**src/rtl/core/selm_pkg.sv**
```systemverilog
// ----------------------------------------------------------------------------
// selm_pkg
// types and constants shared by the shared/exclusive lock manager modules
// ----------------------------------------------------------------------------
package selm_pkg;

  localparam int unsigned RANK_W  = 8;
  localparam int unsigned COUNT_W = 9;
  localparam logic [COUNT_W-1:0] COUNT_MAX = '1;

  // operation codes
  localparam logic OP_LOCK   = 1'b0;
  localparam logic OP_UNLOCK = 1'b1;

  // lock kinds
  localparam logic [1:0] KIND_EXCL   = 2'd0;
  localparam logic [1:0] KIND_SHARED = 2'd1;

  // result messages
  localparam logic [1:0] MSG_GRANT       = 2'd0;
  localparam logic [1:0] MSG_REPLY       = 2'd1;
  localparam logic [1:0] MSG_FULL        = 2'd2;
  localparam logic [1:0] MSG_FREE_UNLOCK = 2'd3;

  typedef enum logic [1:0] {
    MODE_FREE   = 2'd0,
    MODE_EXCL   = 2'd1,
    MODE_SHARED = 2'd2
  } selm_mode_e;

  typedef struct packed {
    logic              op;
    logic [RANK_W-1:0] requester;
    logic [1:0]        lock_kind;
  } selm_req_t;

  typedef struct packed {
    logic [1:0]        message;
    logic [RANK_W-1:0] destination;
    logic              last;
  } selm_res_t;

  // one waiting request: kind bit is 1 for shared
  typedef struct packed {
    logic              shared;
    logic [RANK_W-1:0] rank;
  } selm_qentry_t;

  typedef struct packed {
    logic push;
    logic pop;
  } selm_qctl_t;

  typedef struct packed {
    logic empty;
    logic full;
  } selm_qstat_t;

endpackage

```
**src/rtl/core/selm_ram.sv**
```systemverilog
// ----------------------------------------------------------------------------
// selm_ram
// generic single-write, single-read ram with registered read data
// ----------------------------------------------------------------------------
module selm_ram #(
  parameter int unsigned WIDTH = 9,
  parameter int unsigned DEPTH = 16
) (
  input  logic                     clk_i,
  input  logic                     we_i,
  input  logic [$clog2(DEPTH)-1:0] waddr_i,
  input  logic [WIDTH-1:0]         wdata_i,
  input  logic                     re_i,
  input  logic [$clog2(DEPTH)-1:0] raddr_i,
  output logic [WIDTH-1:0]         rdata_o
);

  logic [WIDTH-1:0] mem [DEPTH];
  logic [WIDTH-1:0] rdata_q;

  always_ff @(posedge clk_i) begin
    if (we_i) begin
      mem[waddr_i] <= wdata_i;
    end
    if (re_i) begin
      rdata_q <= mem[raddr_i];
    end
  end

  assign rdata_o = rdata_q;

endmodule

```
**src/rtl/core/selm_queue.sv**
```systemverilog
// ----------------------------------------------------------------------------
// selm_queue
// ring queue of waiting lock requests, entries kept in a ram
// ----------------------------------------------------------------------------
module selm_queue
  import selm_pkg::*;
#(
  parameter int unsigned QUEUE_DEPTH = 16
) (
  input  logic         clk_i,
  input  logic         rst_ni,
  input  selm_qctl_t   ctl_i,
  input  selm_qentry_t push_entry_i,
  output selm_qstat_t  stat_o,
  output selm_qentry_t head_entry_o
);

  localparam int unsigned PtrW  = $clog2(QUEUE_DEPTH);
  localparam int unsigned FillW = $clog2(QUEUE_DEPTH + 1);
  localparam logic [PtrW-1:0]  PtrLast = PtrW'(QUEUE_DEPTH - 1);
  localparam logic [FillW-1:0] FillMax = FillW'(QUEUE_DEPTH);

  logic [PtrW-1:0]  head_q, head_d;
  logic [PtrW-1:0]  tail_q, tail_d;
  logic [FillW-1:0] fill_q, fill_d;
  logic [$bits(selm_qentry_t)-1:0] rdata;

  always_comb begin
    head_d = head_q;
    tail_d = tail_q;
    fill_d = fill_q;
    if (ctl_i.push) begin
      tail_d = (tail_q == PtrLast) ? '0 : tail_q + 1'b1;
    end
    if (ctl_i.pop) begin
      head_d = (head_q == PtrLast) ? '0 : head_q + 1'b1;
    end
    if (ctl_i.push && !ctl_i.pop) begin
      fill_d = fill_q + 1'b1;
    end else if (ctl_i.pop && !ctl_i.push) begin
      fill_d = fill_q - 1'b1;
    end
  end

  always_ff @(posedge clk_i or negedge rst_ni) begin
    if (!rst_ni) begin
      head_q <= '0;
      tail_q <= '0;
      fill_q <= '0;
    end else begin
      head_q <= head_d;
      tail_q <= tail_d;
      fill_q <= fill_d;
    end
  end

  // head entry is read on pop and shows up in the cycle after
  selm_ram #(
    .WIDTH ($bits(selm_qentry_t)),
    .DEPTH (QUEUE_DEPTH)
  ) u_ram (
    .clk_i   (clk_i),
    .we_i    (ctl_i.push),
    .waddr_i (tail_q),
    .wdata_i (push_entry_i),
    .re_i    (ctl_i.pop),
    .raddr_i (head_q),
    .rdata_o (rdata)
  );

  assign head_entry_o = selm_qentry_t'(rdata);
  assign stat_o.empty = (fill_q == '0);
  assign stat_o.full  = (fill_q == FillMax);

  a_push_not_full: assert property (@(posedge clk_i) disable iff (!rst_ni)
    ctl_i.push |-> !stat_o.full)
    else $error("push into full queue");

  a_pop_not_empty: assert property (@(posedge clk_i) disable iff (!rst_ni)
    ctl_i.pop |-> !stat_o.empty)
    else $error("pop from empty queue");

  a_fill_bound: assert property (@(posedge clk_i) disable iff (!rst_ni)
    fill_q <= FillMax)
    else $error("queue fill above depth");

endmodule

```
**src/rtl/core/shared_exclusive_lock_manager_core.sv**
```systemverilog
// ----------------------------------------------------------------------------
// shared_exclusive_lock_manager_core
// target-side reader/writer lock with a fifo of waiting lock requests
// ----------------------------------------------------------------------------
//
//  channel   | handshake              | payload
//  ----------+------------------------+-------------------------------------
//  request   | start, busy            | req_i : op, requester, lock_kind
//  result    | res_valid_o (strobe)   | res_o : message, destination, last
//
//  for a lock request or a plain unlock, the result (if any) strobes in the
//  cycle after the accepting edge and busy stays low
//  an unlock that frees the lock while requests wait strobes the reply first,
//  then the queued grant once the queue ram read returns
//  reset clears lock mode, holder count and queue pointers; ram contents are
//  left alone since only written entries are ever read
//  the receiver cannot stall, every result is a one-cycle strobe
//
module shared_exclusive_lock_manager_core
  import selm_pkg::*;
#(
  parameter int unsigned QUEUE_DEPTH = 16,
  parameter int unsigned MAX_RANKS   = 256
) (
  input  logic      clk_i,
  input  logic      rst_ni,
  input  logic      start,
  output logic      busy,
  input  selm_req_t req_i,
  output logic      res_valid_o,
  output selm_res_t res_o
);

  typedef enum logic {
    ST_IDLE,
    ST_GRANT
  } state_e;

  state_e           state_q, state_d;
  selm_mode_e       mode_q, mode_d;
  logic [COUNT_W-1:0] count_q, count_d;
  logic             res_valid_q, res_valid_d;
  selm_res_t        res_q, res_d;

  selm_qctl_t       q_ctl;
  selm_qstat_t      q_stat;
  selm_qentry_t     q_push;
  selm_qentry_t     q_head;

  logic             accept;
  logic             rank_ok;
  logic             grant;
  logic             freed;
  logic [COUNT_W-1:0] count_dec;

  assign accept  = start && (state_q == ST_IDLE);
  // ranks at or above the configured count are dropped without a result
  assign rank_ok = (32'(req_i.requester) < 32'(MAX_RANKS));

  assign q_push.shared = (req_i.lock_kind == KIND_SHARED);
  assign q_push.rank   = req_i.requester;

  always_comb begin
    state_d     = state_q;
    mode_d      = mode_q;
    count_d     = count_q;
    res_valid_d = 1'b0;
    res_d       = res_q;
    q_ctl       = '0;
    grant       = 1'b0;
    freed       = 1'b0;
    count_dec   = (count_q != '0) ? count_q - 1'b1 : '0;

    unique case (state_q)
      ST_IDLE: begin
        if (accept && rank_ok) begin
          res_d.destination = req_i.requester;
          res_d.last        = 1'b1;
          if (req_i.op == OP_LOCK) begin
            if (req_i.lock_kind == KIND_EXCL || req_i.lock_kind == KIND_SHARED) begin
              if (req_i.lock_kind == KIND_EXCL) begin
                grant = (mode_q == MODE_FREE);
                if (grant) begin
                  mode_d = MODE_EXCL;
                end
              end else begin
                grant = (mode_q != MODE_EXCL);
                if (grant) begin
                  mode_d = MODE_SHARED;
                  // holder count saturates at its top value
                  if (count_q != COUNT_MAX) begin
                    count_d = count_q + 1'b1;
                  end
                end
              end
              if (grant) begin
                res_valid_d   = 1'b1;
                res_d.message = MSG_GRANT;
              end else if (q_stat.full) begin
                res_valid_d   = 1'b1;
                res_d.message = MSG_FULL;
              end else begin
                q_ctl.push = 1'b1;
              end
            end
          end else begin
            if (mode_q == MODE_FREE) begin
              res_valid_d   = 1'b1;
              res_d.message = MSG_FREE_UNLOCK;
            end else begin
              if (mode_q == MODE_SHARED) begin
                count_d = count_dec;
                freed   = (count_dec == '0);
                mode_d  = freed ? MODE_FREE : MODE_SHARED;
              end else begin
                // exclusive, and the unused code handled the same way
                freed  = 1'b1;
                mode_d = MODE_FREE;
              end
              res_valid_d   = 1'b1;
              res_d.message = MSG_REPLY;
              // lock went free with requests waiting: read the head entry
              if (freed && !q_stat.empty) begin
                q_ctl.pop  = 1'b1;
                res_d.last = 1'b0;
                state_d    = ST_GRANT;
              end
            end
          end
        end
      end
      ST_GRANT: begin
        // ram read data holds the popped request
        res_valid_d       = 1'b1;
        res_d.message     = MSG_GRANT;
        res_d.destination = q_head.rank;
        res_d.last        = 1'b1;
        if (q_head.shared) begin
          mode_d  = MODE_SHARED;
          count_d = COUNT_W'(1);
        end else begin
          mode_d = MODE_EXCL;
        end
        state_d = ST_IDLE;
      end
      default: begin
        state_d = ST_IDLE;
      end
    endcase
  end

  always_ff @(posedge clk_i or negedge rst_ni) begin
    if (!rst_ni) begin
      state_q     <= ST_IDLE;
      mode_q      <= MODE_FREE;
      count_q     <= '0;
      res_valid_q <= 1'b0;
    end else begin
      state_q     <= state_d;
      mode_q      <= mode_d;
      count_q     <= count_d;
      res_valid_q <= res_valid_d;
    end
  end

  // result payload needs no reset, it is qualified by the strobe
  always_ff @(posedge clk_i) begin
    res_q <= res_d;
  end

  selm_queue #(
    .QUEUE_DEPTH (QUEUE_DEPTH)
  ) u_queue (
    .clk_i        (clk_i),
    .rst_ni       (rst_ni),
    .ctl_i        (q_ctl),
    .push_entry_i (q_push),
    .stat_o       (q_stat),
    .head_entry_o (q_head)
  );

  assign busy        = (state_q != ST_IDLE);
  assign res_valid_o = res_valid_q;
  assign res_o       = res_q;

  // a reply marked not-last is always followed by the queued grant
  a_reply_then_grant: assert property (@(posedge clk_i) disable iff (!rst_ni)
    (res_valid_q && !res_q.last) |=> (res_valid_q && res_q.last &&
                                      res_q.message == MSG_GRANT))
    else $error("non-last result not followed by grant");

  // holders are only counted while the lock is shared
  a_count_only_shared: assert property (@(posedge clk_i) disable iff (!rst_ni)
    (mode_q != MODE_SHARED) |-> (count_q == '0))
    else $error("holder count nonzero outside shared mode");

  // the grant cycle is entered only from an unlock that freed the lock
  a_grant_after_pop: assert property (@(posedge clk_i) disable iff (!rst_ni)
    q_ctl.pop |-> (mode_d == MODE_FREE && state_d == ST_GRANT))
    else $error("queue popped while lock not free");

  a_no_accept_in_grant: assert property (@(posedge clk_i) disable iff (!rst_ni)
    (state_q == ST_GRANT) |-> (q_ctl == '0))
    else $error("queue access during grant cycle");

endmodule

```
**config.mk**
```make
export PLATFORM = sky130hd
export DESIGN_NAME = shared_exclusive_lock_manager_core
export DESIGN_NICKNAME = d
export VERILOG_FILES = /design/src/rtl/core/selm_pkg.sv /design/src/rtl/core/selm_ram.sv /design/src/rtl/core/selm_queue.sv /design/src/rtl/core/shared_exclusive_lock_manager_core.sv
export SDC_FILE = /design/constraint.sdc
export NUM_CORES = 1
export LEC_CHECK = 0
export BUFFER_PORTS_ARGS = -buffer_cell sky130_fd_sc_hd__clkbuf_2
export CORE_MARGIN = 2
export CORE_UTILIZATION = 45
export CTS_CLUSTER_SIZE = 20
export DETAILED_ROUTE_END_ITERATION = 12
export PLACE_DENSITY = 0.7
export SLEW_MARGIN = 20
export SYNTH_ARGS = -nofsm -noshare
export SYNTH_HDL_FRONTEND = slang
export SYNTH_HIERARCHICAL = 1
export SYNTH_SLANG_ARGS = --single-unit
```
**constraint.sdc**
```tcl
create_clock -name clk_i -period 6.2 [get_ports clk_i]
set_input_delay 0.93 -clock clk_i [delete_from_list [all_inputs] [get_ports clk_i]]
set_output_delay 0.93 -clock clk_i [all_outputs]
set_load 0.02 [all_outputs]
```
==> flow_metrics.py, run 1 <==
metrics = {
    "run_status": {
        "status": "finished clean",
    },
    "pwr": {
        "seqPwrFrac_pct": 43.8,
        "power_leakage_uw": 0.00313,
        "p_sw_share_pct": 33.1,
        "power_density_nw_per_um2": 422,
        "p_int_uw": 2570,
        "p_comb_share_pct": 28.5,
        "switching_power_uw": 1270,
        "clkPwrFrac_pct": 27.7,
        "irDropWorstVdd_mv": 0.377,
    },
    "critical_path": {
        "crit_type": "flip-flop to flip-flop",
        "worst_r2r_endpoint": "u_queue/fill_q[4]$_DFFE_PN0P_",
        "endpoint_kind": "flip-flop",
        "r2r_cells": 15,
        "arrival_ps": 4350,
        "startpoint_type": "flip-flop",
        "timing.rr.start": "count_q[0]$_DFFE_PN0P_",
        "rrSetupSlack_ps": 2140,
        "critPathRequiredTime_ps": 6490,
        "crit_fanout": 15,
    },
    "clocking": {
        "hold_buffers": 0,
        "cts_resized": 0,
        "clk_pin_slew_ps": 70,
        "post_cts_buffers": 0,
        "cts_buffers": 17,
        "htree_levels": 4,
        "cts_tree": "done",
        "cts.sinks": 190,
        "clock_latency_ps": 440,
        "ctsRootBufferMaster": "clkbuf_16",
        "cts_buffer_depth": 2,
    },
    "timing": {
        "slew_viol_final": 0,
        "timing.final.ws_setup_ps": 2140,
        "rsz0062_at_grt": "false",
        "fmax_ghz": 0.246,
        "hold_viol": 0,
        "clock_skew_ps": 9.28,
        "setup-tns-final_ps": 0,
        "tightest_slew_ps": 999,
        "fin_crit_ps": 4060,
        "setup_viol": 0,
        "period_share_pct": 65.5,
        "hold_ws_ps": 530,
        "slew_headroom_pct": 33.2,
    },
    "floorplan": {
        "die_h_um": 139,
        "rows": 49,
        "initial_core_util_pct": 45.9,
        "die_w_um": 139,
        "fp.coreArea_um2": 17900,
        "die_area_um2": 19300,
        "io-pin-count": 27,
    },
    "yosys": {
        "syn_avg_cell_area_um2": 16.3,
        "yosysWarnings": 6,
        "synthesis.nets": 527,
        "ys_top_cells_by_area": "edfxtp_1 (60%), dfrtp_1 (7.9%), mux4_2 (5.8%)",
        "synth-edff-count": 164,
        "yosys_register_bits": 190,
        "async_flop_share_pct": 13.7,
        "yosysTopAreaCellShare_pct": 60.0,
        "synth_area_um2": 8210,
        "synth_cell_type_count": 65,
        "synth_top_area_cell": "edfxtp_1",
        "synth_ff_type": "edfxtp_1",
        "synth_seq_area_share_pct": 67.9,
        "synthCells": 503,
    },
    "placed_design": {
        "post-place-ws_ps": 2210,
        "dpl.hpwl_um": 10800,
        "port_buffers": 26,
        "dp_cells": 742,
        "gp_congestion": 0.849,
    },
    "global_routing": {
        "antenna_found_initial": 0,
        "grt.total_usage_pct": 18.4,
        "first_global_vias": 4570,
        "overflow": 0,
        "grt_max_degree": 42,
        "grt_pass1_wl_um": 26900,
    },
    "routing": {
        "drc": 0,
        "num_vias": 4687,
        "wl_per_cell_um": 22.0,
        "vias_per_cell": 6.06,
        "postRouteWirelength_um": 17000,
        "dr.first_iter.drc_count": 435,
        "firstDrtPassIters": 5,
        "route.antenna.remaining_nets": 0,
    },
    "layout": {
        "drive_gt1_share_pct": 18.9,
        "fin_util_pct": 50.9,
        "fin_nets": 556,
        "fin_cells": 774,
        "final_cell_mix": "edfxtp_1 (164), nand2_1 (32), nor2_1 (30)",
        "n_antenna_cell": 0,
        "mostFrequentLayoutCell": "edfxtp_1",
        "area_delta_synth_final_pct": 10.9,
    },
    "hold_path": {
        "hp-class": "input port to asynchronous set/reset pin",
    },
    "flow_run": {
        "maxCapViolCount": 0,
    },
}
[how the worst max path moves through the flow]
stage / startpoint / endpoint
after floorplan: count_q[0]$_DFFE_PN0P_ / u_queue/fill_q[4]$_DFFE_PN0P_
after global placement: count_q[3]$_DFFE_PN0P_ / u_queue/fill_q[4]$_DFFE_PN0P_
after detailed placement: count_q[0]$_DFFE_PN0P_ / u_queue/fill_q[4]$_DFFE_PN0P_
after CTS: count_q[0]$_DFFE_PN0P_ / u_queue/fill_q[4]$_DFFE_PN0P_
after global routing: count_q[0]$_DFFE_PN0P_ / u_queue/fill_q[4]$_DFFE_PN0P_
final: count_q[0]$_DFFE_PN0P_ / u_queue/fill_q[4]$_DFFE_PN0P_
[worst max-delay path, cell delays in order (launching register included)]
cell	delay (ps)
dfrtp_1	430
inv_1	130
ha_1	350
nor2b_1	230
a21oi_1	90
o31a_1	280
o211ai_2	170
and3_1	590
inv_1	170
ha_1	340
inv_1	160
ha_1	290
nor4_1	290
a311oi_1	110
o311ai_1	150
o311ai_1	150
[cell families after synthesis]
logic type	after synthesis	share of synthesized area (%)
flip-flops	190	67.9
AO/OA/AOI/OAI	86	7.10
XOR/XNOR	6	0.640
buffers and inverters	35	2.51
multiplexers	47	12.1
AND/OR/NAND/NOR	129	8.17
adder cells (fa/ha/maj)	10	1.62
[power by group through the flow]
stage | sequential (uW) | combinational [uW] | clock [uW]
after global routing | 1710 | 1200 | 1130
after global placement | 1700 | 1070 | 0
after detailed placement | 1710 | 1090 | 0
after floorplan | 1670 | 855 | 0
final | 1680 | 1100 | 1070
after CTS | 1680 | 1090 | 1080
[synthesized netlist by cell type (3+ instances only)]
master     number
o2111ai_1       3
nand4_1         4
clkbuf_1        8
xor2_1          3
nand2b_1        5
nor3_1         13
inv_1          13
mux4_2         21
nand3_1         8
nor2b_1         7
xnor2_1         3
a22oi_1        18
buf_2           4
and3_1          3
edfxtp_1      164
nor2_1         30
nand2_1        32
a31oi_1         5
ha_1            9
a21oi_1        14
nor3b_1         3
o31ai_1         3
or3_1           5
dfrtp_1        26
mux2_2         10
nand3b_1        3
mux4_1         15
buf_6           4
a21o_1          4
o21ai_0        18
[metrics by stage]
step,cell area [um^2],total power [uW]
CTS,9100,3850
finish,9100,3850
global placement,8520,2770
detailed placement,8520,2790
floorplan,8210,2530
global route,9100,4040
[flip-flops by register name, summed over array words and instances, names as in the netlist]
| name | cells |
|---|---|
| mode_q | 2 |
| count_q | 9 |
| busy | 1 |
| u_queue/u_ram/mem | 144 |
| u_queue/fill_q | 5 |
| res_valid_o | 1 |
| u_queue/u_ram/rdata_o | 9 |
| res_o | 11 |
| u_queue/head_q | 4 |
| u_queue/tail_q | 4 |
[per-layer routing]
| layer | track usage [%] | wire length (um) | vias to the layer above |
|---|---|---|---|
| li1 | - | - | 2083 |
| met1 | 26.7 | 7510 | 2404 |
| met2 | 28.5 | 8190 | 181 |
| met3 | 4.28 | 1130 | 19 |
| met4 | 4.89 | 213 | 0 |
| met5 | 0 | 0 | - |
[cell type report]
type                       instances  area, um^2
sequential                       190        5580
clock inverter                    14         150
inverter                          13        48.8
fill                            1441        8800
tap                              229         287
timing repair buffer              32         175
multi-input combinational        278        2440
clock buffer                      18         429
Power figures use the tool's default switching activity.
==> inputs of run 2 (changes only) <==
ABC_AREA = 1   (was not set)
clock period = 3.85 ns   (was 6.2 ns; I/O delays follow)
==> run 2 against run 1 <==
Net effect: power is 72% higher; via count is 34% higher; first-iteration DRC count is 31% higher; non-clock buffer count is 16 higher.
==> flow_metrics.py, run 2 <==
metrics = {
    "timing": {
        "fmax_ghz": 0.325,
        "setup-tns-final_ps": 0,
        "hold_viol": 0,
        "slew_viol_final": 0,
        "setup_viol": 0,
        "fin_crit_ps": 3080,
        "clock_skew_ps": 10.3,
        "period_share_pct": 79.9,
        "rsz0062_at_grt": "false",
        "tightest_slew_ps": 998,
        "slew_headroom_pct": 33.5,
    },
    "critical_path": {
        "crit_fanout": 10,
        "worst_r2r_endpoint": "u_queue/fill_q[4]$_DFFE_PN0P_",
        "arrival_ps": 3410,
        "timing.rr.start": "count_q[0]$_DFFE_PN0P_",
        "critPathRequiredTime_ps": 4180,
        "crit_type": "flip-flop to flip-flop",
        "r2r_cells": 21,
        "cpPeakStageDelay_ps": 420,
        "crit_chain": "inv_1 > ha_1 > nand2_2 > nor2_4 > nand3_4 > nand2_1 > nand2_1 > nor2_2 > nand3_2 > nand2_2 > nand2_2 > nor2_2 > inv_1 > ha_1 > inv_1 > ha_1 > or2_1 > nand2_1 > nand2_1 > nand3_1 > nand2_1",
        "crit_slowest_cell": "dfrtp_1",
        "startpoint_type": "flip-flop",
        "worst_path_most_repeated_cell": "nand2_1",
        "endpoint_kind": "flip-flop",
        "critPathBufInv": 3,
        "rrSetupSlack_ps": 770,
        "path_delay_family": "simple AND/OR/NAND/NOR gates",
    },
    "yosys": {
        "yosysWarnings": 6,
        "synth_top_area_cell": "edfxtp_1",
        "synth_area_um2": 8950,
        "yosysMostFrequentCell": "nand2_1",
        "ys_top_cells_by_count": "nand2_1 (287), edfxtp_1 (164), inv_1 (151)",
        "synth_seq_area_share_pct": 62.3,
        "async_flop_share_pct": 13.7,
        "yosysTopAreaCellShare_pct": 55.0,
        "syn_avg_cell_area_um2": 9.65,
        "synth_ff_type": "edfxtp_1",
        "yosys_register_bits": 190,
        "synth-edff-count": 164,
        "synth_cell_type_count": 38,
        "ys_top_cells_by_area": "edfxtp_1 (55%), nand2_1 (12%), nand3_1 (7.7%)",
        "synthCells": 927,
        "synthesis.nets": 951,
    },
    "global_routing": {
        "grt_max_degree": 73,
        "first_global_vias": 6028,
        "grt_pass1_wl_um": 31000,
        "grt.total_usage_pct": 18.8,
        "antenna_found_initial": 0,
        "overflow": 0,
    },
    "routing": {
        "firstDrtPassIters": 5,
        "drc": 0,
        "postRouteWirelength_um": 19300,
        "num_vias": 6262,
        "dr.first_iter.drc_count": 570,
        "vias_per_cell": 5.05,
        "wl_per_cell_um": 15.6,
        "route.antenna.remaining_nets": 0,
    },
    "clocking": {
        "clock_latency_ps": 440,
        "post_cts_buffers": 0,
        "cts.sinks": 190,
        "cts_resized": 0,
        "ctsRootBufferMaster": "clkbuf_16",
        "cts_buffer_depth": 2,
        "cts_tree": "done",
        "cts_buffers": 17,
        "hold_buffers": 0,
        "htree_levels": 4,
        "clk_pin_slew_ps": 70,
    },
    "layout": {
        "mostFrequentLayoutCell": "nand2_1",
        "final_cell_mix": "nand2_1 (287), edfxtp_1 (164), inv_1 (151)",
        "drive_gt1_share_pct": 10.8,
        "n_antenna_cell": 0,
        "regMostFlops": "u_queue/u_ram/mem",
        "fin_nets": 987,
        "largest_reg_flops": 144,
        "area_delta_synth_final_pct": 11.1,
    },
    "pwr": {
        "irDropWorstVdd_mv": 0.235,
        "clkPwrFrac_pct": 27.2,
        "finalPower_uw": 6620,
        "switching_power_uw": 2530,
        "p_int_uw": 4100,
        "p_comb_share_pct": 31.2,
        "power_density_nw_per_um2": 666,
        "p_sw_share_pct": 38.1,
        "seqPwrFrac_pct": 41.6,
        "power_leakage_uw": 0.00439,
    },
    "placed_design": {
        "gp_congestion": 0.831,
        "dpl.hpwl_um": 12300,
        "port_buffers": 26,
    },
    "floorplan": {
        "rows": 51,
        "io-pin-count": 27,
        "initial_core_util_pct": 46.0,
        "die_h_um": 145,
        "die_area_um2": 21000,
        "die_w_um": 145,
        "fp.coreArea_um2": 19500,
    },
    "hold_path": {
        "hp-class": "input port to asynchronous set/reset pin",
    },
    "run_status": {
        "status": "finished clean",
    },
    "flow_run": {
        "maxCapViolCount": 0,
    },
}
## run 2: worst reg2reg max path: stages, from the launching register on
cell and delay [ps]:
dfrtp_1 420, inv_1 190, ha_1 280, nand2_2 100, nor2_4 120, nand3_4 130
nand2_1 120, nand2_1 70, nor2_2 110, nand3_2 80, nand2_2 70, nand2_2 60
nor2_2 100, inv_1 50, ha_1 230, inv_1 130, ha_1 260, or2_1 250
nand2_1 70, nand2_1 50, nand3_1 60, nand2_1 50
## run 2: through the flow
step / util [%] / std cells / area [um^2] / setup slack, ps / hold slack, ps
6_report: 51.1 / 1241 / 9940 / 773 / 178
5_1_grt: 51.1 / 1241 / 9940 / 459 / 230
3_3_place_gp: 48.0 / 1209 / 9330 / 790 / 503
2_1_floorplan: - / 927 / 8950 / 550 / 282
3_5_place_dp: 48.0 / 1209 / 9330 / 708 / 504
4_1_cts: 51.1 / 1241 / 9940 / 763 / 199
## run 2: layout make-up
type / instances / area, um^2
tap: 265 / 332
sequential: 190 / 5580
clock inverter: 13 / 174
multi-input combinational: 545 / 2510
inverter: 161 / 616
fill: 1719 / 9520
clock buffer: 19 / 433
timing repair buffer: 48 / 295
## run 2: cells by family after synthesis
family,Yosys count,synth area share [%]
adders and majority gates,10,1.48
DFF,190,62.3
AOI/OAI and AO/OA,35,2.17
xor gates and xnor gates,6,0.587
and+or+nand+nor,494,23.9
buffers and inverters,192,9.59
## run 2: how the worst max path moves through the flow
stage	from	end	cells after the start
3_5_place_dp	req_i[10]	u_queue/fill_q[4]$_DFFE_PN0P_	14
5_1_grt	count_q[0]$_DFFE_PN0P_	u_queue/fill_q[4]$_DFFE_PN0P_	21
6_report	count_q[0]$_DFFE_PN0P_	u_queue/fill_q[4]$_DFFE_PN0P_	21
3_3_place_gp	req_i[10]	u_queue/u_ram/mem[11][1]$_DFFE_PP_	8
4_1_cts	count_q[0]$_DFFE_PN0P_	u_queue/fill_q[4]$_DFFE_PN0P_	21
2_1_floorplan	req_i[10]	u_queue/fill_q[4]$_DFFE_PN0P_	13
## run 2: layer usage
layer | vias to the layer above | share of wire, % | track usage, %
met3 | 26 | 6.2 | 3.14
met1 | 2943 | 43 | 25.0
li1 | 3063 | - | -
met5 | - | 0 | 0
met2 | 230 | 49 | 31.3
met4 | 0 | 1.9 | 6.83
## run 2: power groups by stage
stage          sequential, uW  clock [uW]  combinational, uW
2_1_floorplan            2650           0               1740
3_3_place_gp             2790           0               2010
3_5_place_dp             2800           0               2040
4_1_cts                  2750        1820               2050
5_1_grt                  2790        1900               2330
6_report                 2760        1800               2070
==> inputs of run 3 (changes only) <==
PLACE_DENSITY = 0.72   (was 0.7)
clock period = 2.7 ns   (was 3.85 ns; I/O delays follow)
==> run 3 against run 2 <==
Net effect: sequential share of layout area decreased by 1.5 points; sequential power is 37% higher; count of clock-buffer cells in the layout fell by 1; wire length grew 1.0%; first-iteration DRC count shrank 20%; clock power up 44%; critical path depth rose by 1; global-route usage up 0.079 points; combinational power is 68% higher; hold slack got worse by 160 ps; critical endpoint unchanged; highest routed layer unchanged.
==> flow_metrics.py, run 3 (synthesis results as in run 2) <==
metrics = {
    "global_routing": {
        "grt_max_degree": 73,
        "overflow": 0,
        "grt.total_usage_pct": 18.9,
        "busiest_layer": "met2",
        "first_global_vias": 6104,
        "gr-usage-met2_pct": 31.7,
        "met3_usage_pct": 4.03,
        "antenna_found_initial": 0,
        "grt_pass1_wl_um": 30800,
        "grt_util_met1_pct": 24.7,
    },
    "clocking": {
        "clk_pin_slew_ps": 70,
        "cts_buffer_depth": 2,
        "clock_latency_ps": 440,
        "cts.sinks": 190,
        "cts_buffers": 17,
        "hold_buffers": 0,
        "ctsRootBufferMaster": "clkbuf_16",
        "cts_tree": "done",
        "htree_levels": 4,
    },
    "timing": {
        "setup-tns-final_ps": 0,
        "clock_skew_ps": 12.3,
        "fin_crit_ps": 2650,
        "rsz0062_at_grt": "true",
        "tightest_slew_ps": 737,
        "fmax_ghz": 0.378,
        "slew_viol_final": 0,
        "setup_viol": 0,
        "period_share_pct": 98.0,
        "hold_viol": 0,
        "slew_headroom_pct": 50.9,
    },
    "layout": {
        "area_delta_synth_final_pct": 14.2,
        "largest_reg_flops": 144,
        "mostFrequentLayoutCell": "nand2_1",
        "regMostFlops": "u_queue/u_ram/mem",
        "fin_cells": 1258,
        "final_cell_mix": "nand2_1 (280), edfxtp_1 (164), inv_1 (146)",
        "drive_gt1_share_pct": 15.4,
        "n_antenna_cell": 0,
        "fin_nets": 1004,
        "fillers": 1680,
    },
    "hold_path": {
        "hp-class": "input port to asynchronous set/reset pin",
    },
    "routing": {
        "route.antenna.remaining_nets": 0,
        "dr.first_iter.drc_count": 454,
        "vias_per_cell": 5.00,
        "drc": 0,
        "postRouteWirelength_um": 19500,
        "wl_per_cell_um": 15.5,
        "num_vias": 6294,
        "firstDrtPassIters": 5,
    },
    "pwr": {
        "power_density_nw_per_um2": 962,
        "seqPwrFrac_pct": 38.3,
        "p_sw_share_pct": 38.5,
        "p_int_uw": 6040,
        "irDropWorstVdd_mv": 0.522,
        "power_leakage_uw": 0.00449,
        "clkPwrFrac_pct": 26.3,
        "p_comb_share_pct": 35.3,
        "switching_power_uw": 3780,
    },
    "floorplan": {
        "initial_core_util_pct": 46.0,
        "die_w_um": 145,
        "die_area_um2": 21000,
        "die_h_um": 145,
        "rows": 51,
        "io-pin-count": 27,
        "fp.coreArea_um2": 19500,
    },
    "critical_path": {
        "crit_start": "count_q[1]$_DFFE_PN0P_",
        "crit_fanout": 5,
        "timing.rr.start": "count_q[1]$_DFFE_PN0P_",
        "critPathRequiredTime_ps": 3090,
        "arrival_ps": 3030,
        "startpoint_type": "flip-flop",
        "crit_type": "flip-flop to flip-flop",
        "endpoint_kind": "flip-flop",
    },
    "run_status": {
        "status": "finished clean",
    },
    "placed_design": {
        "dpl.hpwl_um": 11900,
        "gp_congestion": 0.840,
        "port_buffers": 26,
        "dp_cells": 1219,
    },
    "flow_run": {
        "maxCapViolCount": 0,
    },
}
## run 3: critical path, stage by stage (launching register included)
cell	delay [ps]
dfrtp_1	400
inv_2	80
ha_4	150
nand2_4	60
nor2_4	150
nand3_4	130
nand2_2	110
nand2_1	60
nor2_2	90
nand3_2	80
nand2_2	70
nand2_2	70
nor2_4	120
inv_4	40
ha_4	180
fa_2	350
inv_2	70
nand2_2	60
nand2_2	70
nand2_1	50
nand2_1	50
nand3_1	80
nand2_1	70
## run 3: repair_timing
item | CTS | global route
resized for setup | 0 | 7
endpoints found under the setup margin | 0 | 4
setup buffers | 0 | 6
hold endpoints to repair | 0 | 0
## run 3: metal layers
metal	vias to the layer above	share of wire, %	wire length [um]
met2	167	49	9580
met4	0	1.6	307
li1	3099	-	-
met1	3004	44	8540
met5	-	0	0
met3	24	5.5	1080
## run 3: through the flow
stage	hold WS [ps]	setup slack (ps)	utilization, %	area [um^2]	total power [uW]
2_1_floorplan	109	-133	-	9060	6360
3_3_place_gp	493	93.4	49.0	9530	7080
3_5_place_dp	495	18.7	49.0	9530	7130
4_1_cts	20.9	3.51	52.1	10100	9720
5_1_grt	79.8	-159	52.5	10200	10400
6_report	15.2	52.8	52.5	10200	9830
## run 3: final timing paths
check	endpoint	cells past startpoint	slack [ps]
min reg2reg	u_queue/fill_q[0]$_DFFE_PN0P_	1	510
max	u_queue/fill_q[4]$_DFFE_PN0P_	22	50
min in group clk_i	res_valid_o$_DFF_PN0_	4	350
max in group asynchronous	u_queue/head_q[0]$_DFFE_PN0P_	1	2170
max reg2reg	u_queue/fill_q[4]$_DFFE_PN0P_	22	50
min	count_q[7]$_DFFE_PN0P_	1	20
## run 3: cell type report
cell class              count  area (um^2)  share of cell area [%]
clock buffers              18          429                    4.20
flip-flops and latches    190         5580                    54.6
multi-input cells         546         2650                    26.0
repair buffers             64          428                    4.19
clock inverters            14          175                    1.71
well taps                 265          332                    3.25
inverters                 161          623                    6.10
## run 3: power by group through the flow
stage	combinational, uW	clock (uW)	sequential (uW)
global placement	3260	0	3820
CTS	3330	2630	3760
finish	3470	2590	3770
global route	3850	2730	3800
floorplan	2580	0	3780
detailed placement	3310	0	3820
